<file path="config.mk">
export PLATFORM = sky130hd
export DESIGN_NAME = arpc_front
export DESIGN_NICKNAME = d
export VERILOG_FILES = /design/src/arpc_pkg.sv /design/src/arpc_front.sv
export SDC_FILE = /design/constraint.sdc
export NUM_CORES = 1
export LEC_CHECK = 0
export ABC_CLOCK_PERIOD_IN_PS = 6200
export BUFFER_PORTS_ARGS = -buffer_cell sky130_fd_sc_hd__buf_4
export CAP_MARGIN = 10
export CORE_UTILIZATION = 50
export CTS_BUF_LIST = sky130_fd_sc_hd__clkbuf_4 sky130_fd_sc_hd__clkbuf_8
export DETAILED_ROUTE_END_ITERATION = 12
export PLACE_DENSITY_LB_ADDON = 0.3
export SLEW_MARGIN = 25
export SYNTH_ARGS = -nofsm -noshare
export SYNTH_HDL_FRONTEND = slang
export SYNTH_SLANG_ARGS = --single-unit
</file>
<file path="constraint.sdc">
create_clock -name clk_i -period 6.2 [get_ports clk_i]
set_clock_uncertainty 0.15 [all_clocks]
set_input_delay 0.93 -clock clk_i [delete_from_list [all_inputs] [get_ports clk_i]]
set_output_delay 0.93 -clock clk_i [all_outputs]
set_load 0.03 [all_outputs]
</file>
<file path="src/arpc_pkg.sv">
// types and codes shared by the arp cache table modules
`timescale 1ns / 1ps
`default_nettype none

package arpc_pkg;

  // command field of an input beat
  typedef enum logic [0:0] {
    CMD_LOOKUP = 1'b0,
    CMD_UPDATE = 1'b1
  } cmd_e;

  // status field of a result beat
  typedef enum logic [2:0] {
    ST_HIT      = 3'd0,
    ST_MISS     = 3'd1,
    ST_UPDATED  = 3'd2,
    ST_INSERTED = 3'd3,
    ST_DROPPED  = 3'd4
  } status_e;

  // back end sequencer states
  typedef enum logic [1:0] {
    BK_IDLE,
    BK_SCAN,
    BK_RESP
  } back_state_e;

  // classified request as it sits in the queue
  typedef struct packed {
    cmd_e        cmd;
    logic        zero_key;
    logic [31:0] ip_key;
    logic [47:0] mac;
  } req_t;

endpackage

`default_nettype wire

</file>
<file path="src/arpc_front.sv">
// front end: accepts input beats, classifies them, holds them in a two-entry queue
`timescale 1ns / 1ps
`default_nettype none

module arpc_front
  import arpc_pkg::*;
(
  input  wire logic        clk_i,
  input  wire logic        rst_ni,
  input  wire logic        in_valid_i,
  output logic             in_ready_o,
  input  wire logic        cmd_i,
  input  wire logic [31:0] ip_key_i,
  input  wire logic [47:0] mac_in_i,
  output logic             q_valid_o,
  input  wire logic        q_ready_i,
  output req_t             q_req_o
);

  req_t       slot_q [2];
  logic       wr_ptr_q, wr_ptr_d;
  logic       rd_ptr_q, rd_ptr_d;
  logic [1:0] count_q, count_d;
  logic       push, pop;
  req_t       new_req;

  // classify the incoming beat
  always_comb begin
    new_req.cmd      = cmd_e'(cmd_i);
    new_req.zero_key = (ip_key_i == 32'd0);
    new_req.ip_key   = ip_key_i;
    new_req.mac      = mac_in_i;
  end

  assign in_ready_o = (count_q != 2'd2);
  assign q_valid_o  = (count_q != 2'd0);
  assign q_req_o    = slot_q[rd_ptr_q];
  assign push       = in_valid_i && in_ready_o;
  assign pop        = q_valid_o && q_ready_i;

  // pointer and occupancy update
  always_comb begin
    wr_ptr_d = push ? ~wr_ptr_q : wr_ptr_q;
    rd_ptr_d = pop ? ~rd_ptr_q : rd_ptr_q;
    unique case ({push, pop})
      2'b10:   count_d = count_q + 2'd1;
      2'b01:   count_d = count_q - 2'd1;
      default: count_d = count_q;
    endcase
  end

  always_ff @(posedge clk_i or negedge rst_ni) begin
    if (!rst_ni) begin
      wr_ptr_q <= 1'b0;
      rd_ptr_q <= 1'b0;
      count_q  <= 2'd0;
    end else begin
      wr_ptr_q <= wr_ptr_d;
      rd_ptr_q <= rd_ptr_d;
      count_q  <= count_d;
    end
  end

  // queue storage, no reset
  always_ff @(posedge clk_i) begin
    if (push) begin
      slot_q[wr_ptr_q] <= new_req;
    end
  end

endmodule

`default_nettype wire

</file>
==> results of run 1 <==
through the flow:
| step | setup WS [ns] | total power (uW) | hold WS [ns] | std cells |
|---|---|---|---|---|
| finish | 2.52 | 4230 | 0.136 | 648 |
| global route | 2.39 | 4410 | 0.101 | 648 |
| CTS | 2.42 | 4280 | 0.0991 | 648 |
| detailed placement | 2.90 | 3430 | 0.333 | 617 |
| global placement | 2.92 | 3390 | 0.329 | 616 |
| floorplan | 1.07 | 2970 | 0.306 | 283 |
worst max-delay path: cells and delay by family, from the launching register on:
family | cells | cell delay [ns]
flip-flops | 1 | 1.05
buffers and inverters | 2 | 0.76
multiplexers | 1 | 0.35
report_power, final:
group,switching [uW],total (uW),internal [uW]
Combinational,899,1660,766
Clock,369,856,487
Sequential,161,1710,1550
Total,1430,4230,2810
cells in the final DEF (no fill, tap or decap):
master,instances
dfrtp_1,3
ha_1,1
nand2b_1,1
nor2_4,1
bufinv_16,5
nor2_1,2
mux2_2,12
dfrtp_4,1
or2_1,1
nor4_1,8
clkinv_1,1
edfxtp_1,164
xor2_1,2
clkinvlp_4,1
clkinv_2,2
and2_4,1
buf_4,170
clkinv_4,1
xnor2_1,3
nand2_1,1
mux2_4,70
and3_4,1
buf_16,1
clkbuf_8,17
clkbuf_4,2
inv_6,2
nand4_1,2
worst max-delay path by stage:
stage | from | cells past startpoint | end
after CTS | rd_ptr_q$_DFFE_PN0P_ | 3 | q_req_o[41]
after floorplan | in_valid_i | 2 | slot_q[0][0]$_DFFE_PP_
after detailed placement | rd_ptr_q$_DFFE_PN0P_ | 3 | q_req_o[41]
after global placement | rd_ptr_q$_DFFE_PN0P_ | 3 | q_req_o[41]
after global routing | rd_ptr_q$_DFFE_PN0P_ | 3 | q_req_o[40]
final | rd_ptr_q$_DFFE_PN0P_ | 3 | q_req_o[41]
cells by family after synthesis:
logic type,after synthesis
xor+xnor,5
fa+ha+maj,1
buf+inv,9
flops,168
mux,82
simple gates,18
layer usage:
metal	GRT usage	wire length [um]	vias up
met5	0	0	-
met4	0.0692	143	0
met3	0.0633	885	13
met2	0.271	5340	119
met1	0.202	4670	1545
li1	-	-	1487
sequential cells by signal (all words and copies together), names as in the netlist:
register / count
count_q: 2
rd_ptr_q: 1
wr_ptr_q: 1
slot_q: 164
layout make-up:
type	count	area [um^2]
Sequential cell	168	5030
Tap cell	172	215
Multi-Input combinational cell	106	1360
Fill cell	866	4320
Clock buffer	19	249
Clock inverter	12	198
Timing Repair Buffer	171	1300
==> results.ini, run 1 <==
[critical_path]
ff2ff_setup_slack_ns=3.58
cp_common_cell=buf_4
path_class=flip-flop to output pin
crit_fanout=55
crit_required_ns=5.12
crit_path_end_kind=output pin
slowest_stage=dfrtp_4
cp.arrival_ns=2.60
r2r_cells=4
rr_startpoint=count_q[0]$_DFFE_PN0P_
critPathLaunchType=flip-flop
timing.rr.end=slot_q[0][40]$_DFFE_PP_
slowest_delay_ns=1.05
path_cells=buf_4, mux2_4, buf_4

[synthesis]
synth-simple-area-share=0.0161
synth-main-ff-cell=edfxtp_1
synth_seq_cells=168
ys_async_sr_fraction=0.0238
ys_warn_count=0
synth_most_common_cell=edfxtp_1
synthXorXnorAreaFrac=0.00671
syn_nets=369
synth_mux_area_frac=0.182
synth-compound-area-share=0
seq_area_frac_synth=0.770
synth_edf_count=164
synth_area_leaders=edfxtp_1, mux2_4, buf_12
synth_top_area_cell=edfxtp_1
netlist.area_leader.share=0.754
syn_avg_cell_area_um2=23.1
yosysUniqueCellTypes=18
syn_area_mm2=0.00653
synthAdderAreaFrac=0.00192
synth_common_cells=edfxtp_1, mux2_4, mux2_2
synth_cells=283
synth_top_family_by_area=multiplexers

[detailed_routing]
via_per_inst=4.88
drc=0
wl_per_cell_um=17.0
drt_pre_antenna_iters=4
vias=3164
detail-route-antenna-nets=0
drt_iter0_markers=191
wl_um=11000

[sta]
drv_slew=0
rsz0062_at_grt=no
setup_viol=0
hold_viol_final=0
slew_headroom=0.352
tightest_slew_ns=0.972
fmax_mhz=271
period_share=0.594
setup_tns_ns=0
fin_crit_ns=3.68

[placed_design]
placed_cell_area_mm2=0.00791
portBuffers=168
place_congestion=0.700
dp_hpwl_um=7410

[global_route]
antenna_found_initial=0
grt_pass1_wl_um=16200
grt_max_degree=63
track_usage=0.167
grt_overflow=0
grt_pass1_vias=3217

[die]
die_w_um=116
num_rows=41
pin_count=169
initial_core_util=0.515
dieArea_mm2=0.0135
die_h_um=116
core_area_mm2=0.0127

[clock_tree]
cts.hold.buffers_added=0
cts_max_path_buffers=2
cts.sinks=168
htreeDepth=4
path_clk_slew_ns=0.08
cts_resized=0
root_buffer=clkbuf_8
cts_buffers=17
cts_tree=built
cts_setup_buffers=0
clk_latency_ns=0.42

[run_status]
status=finished clean

[cells_and_area]
layout-drive-gt1-share=0.603
nets=550
fin_area_mm2=0.00835
diodes=0
syn_to_final_growth_pct=28.0
final_util=0.659

[power]
peakVddDrop_mv=0.305
pwr_density_cell_mw_per_mm2=507
p_leak_uw=0.00329

[min_path]
min_path_type=primary input to asynchronous set/reset pin

[flow_run]
max_cap_viol_count=0

Power figures use the tool's default switching activity.
==> run 2, diff against run 1 <==
- ABC_CLOCK_PERIOD_IN_PS: 6200 -> 3700
- clock period: 6.2 -> 3.7 ns (I/O delays scaled with it)
==> run 2 against run 1 <==
Global-route usage increased by 0.48 points. Design area is 0.93% lower. Clock-buffer cell count is 4 higher. Via count is 0.70% higher. Worst hold slack gained 0.0096 ns. Final cell count grew 0.15%. Non-clock buffer count rose by 2. Power increased by 61%. Utilization decreased by 0.61 points. Sequential power up 63%. Sequential share of layout area up 0.56 points. Largest power group is now combinational logic. Highest routed layer unchanged.
==> results.ini, run 2 (synthesis gave the netlist of run 1 again) <==
[critical_path]
critPathLaunchType=flip-flop
path_class=flip-flop to output pin
cp.arrival_ns=2.15
startpoint=rd_ptr_q$_DFFE_PN0P_
crit_required_ns=2.99
path_cells=buf_4, mux2_2, buf_4
cpLargestDelayFamily=flip-flops
cp_common_cell=buf_4
slowest_delay_ns=0.70
slowest_stage=dfrtp_4
path_buf_inv=2
crit_fanout=23
crit_path_end_kind=output pin
rr_startpoint=count_q[0]$_DFFE_PN0P_

[min_path]
min_path_type=primary input to flip-flop
worstHoldStart=mac_in_i[27]

[placed_design]
portBuffers=168
dp_hpwl_um=7450
place_congestion=0.715
dp.cells=618
placed_cell_area_mm2=0.00793

[power]
pwr_density_cell_mw_per_mm2=823
design_power_total_uw=6810
p_leak_uw=0.00326
peakVddDrop_mv=0.528

[die]
die_w_um=116
pin_count=169
dieArea_mm2=0.0135
core_area_mm2=0.0127
initial_core_util=0.515
die_h_um=116
num_rows=41

[clock_tree]
cts_resized=0
cts_setup_buffers=0
cts_tree=built
cts_max_path_buffers=2
cts.sinks=168
htreeDepth=4
cts_buffers=17
root_buffer=clkbuf_8
path_clk_slew_ns=0.08
clk_latency_ns=0.44

[cells_and_area]
fin_area_mm2=0.00828
largest_register_ffs=164
nets=552
final_cell_mix=buf_4, edfxtp_1, mux2_4
final_common_cell=buf_4
layout-drive-gt1-share=0.595
syn_to_final_growth_pct=26.8
diodes=0
final_cells=649
fillCellCount=913
regMostFlops=slot_q
top_regs=slot_q (164), count_q (2)

[detailed_routing]
drt_pre_antenna_iters=4
wl_per_cell_um=17.4
detail-route-antenna-nets=0
vias=3186
drc=0
via_per_inst=4.91
drt_iter0_markers=217
wl_um=11300

[flow_run]
max_cap_viol_count=0

[global_route]
grt_overflow=0
grt_max_degree=71
grt_pass1_wl_um=16500
antenna_found_initial=0
track_usage=0.172
grt_pass1_vias=3201

[sta]
setup_tns_ns=0
setup_viol=0
rsz0062_at_grt=no
fmax_mhz=350
fin_crit_ns=2.85
slew_headroom=0.569
finalHoldWorstSlack_ns=0.145
tightest_slew_ns=0.645
hold_viol_final=0
period_share=0.771
drv_slew=0

[run_status]
status=finished clean

==> run 2: cell count changes in the layout (fill, tap and decap cells not counted), moves of 2 or more <==
cell,delta
clkinv_1,+3
buf_12,+3
inv_6,-2
clkbuf_4,+4
bufinv_16,-4
==> run 2: power breakdown <==
group          internal (uW)  leakage (uW)  switching (uW)
Combinational           1290       0.00151            1610
Sequential              2600       0.00157             175
Clock                    557      0.000178             575
==> run 2: final timing paths <==
check / end / slack [ns] / depth (start not counted)
max: q_req_o[70] / 0.85 / 3
min: slot_q[1][27]$_DFFE_PP_ / 0.15 / 1
max reg2reg: slot_q[0][77]$_DFFE_PP_ / 1.49 / 4
min reg2reg: count_q[1]$_DFFE_PN0P_ / 0.35 / 1
max in group asynchronous: rd_ptr_q$_DFFE_PN0P_ / 3.00 / 2
min in group asynchronous: rd_ptr_q$_DFFE_PN0P_ / 0.28 / 2
==> run 2: layout make-up <==
cell class | instances | area, um^2 | area share
clock buffer | 23 | 279 | 0.0337
clock inverter | 7 | 55.1 | 0.00665
multi-input combinational | 106 | 1360 | 0.164
sequential | 168 | 5030 | 0.608
tap | 172 | 215 | 0.0260
timing repair buffer | 173 | 1340 | 0.162
==> run 2: what timing repair did <==
item / in CTS / in global routing
hold buffers: 1 / 0
setup endpoints to repair: 0 / 0
hold endpoints to repair: 4 / 0
==> run 2: metal layers <==
metal	GRT usage	wire, um
met4	0.0872	177
met2	0.292	5860
met1	0.197	4490
met5	0	0
met3	0.0545	766
==> run 2: metrics by stage <==
stage	worst slack, ns	utilization
floorplan	0.0841	-
global placement	1.31	0.626
detailed placement	1.29	0.626
CTS	0.782	0.653
global route	0.738	0.653
finish	0.846	0.653
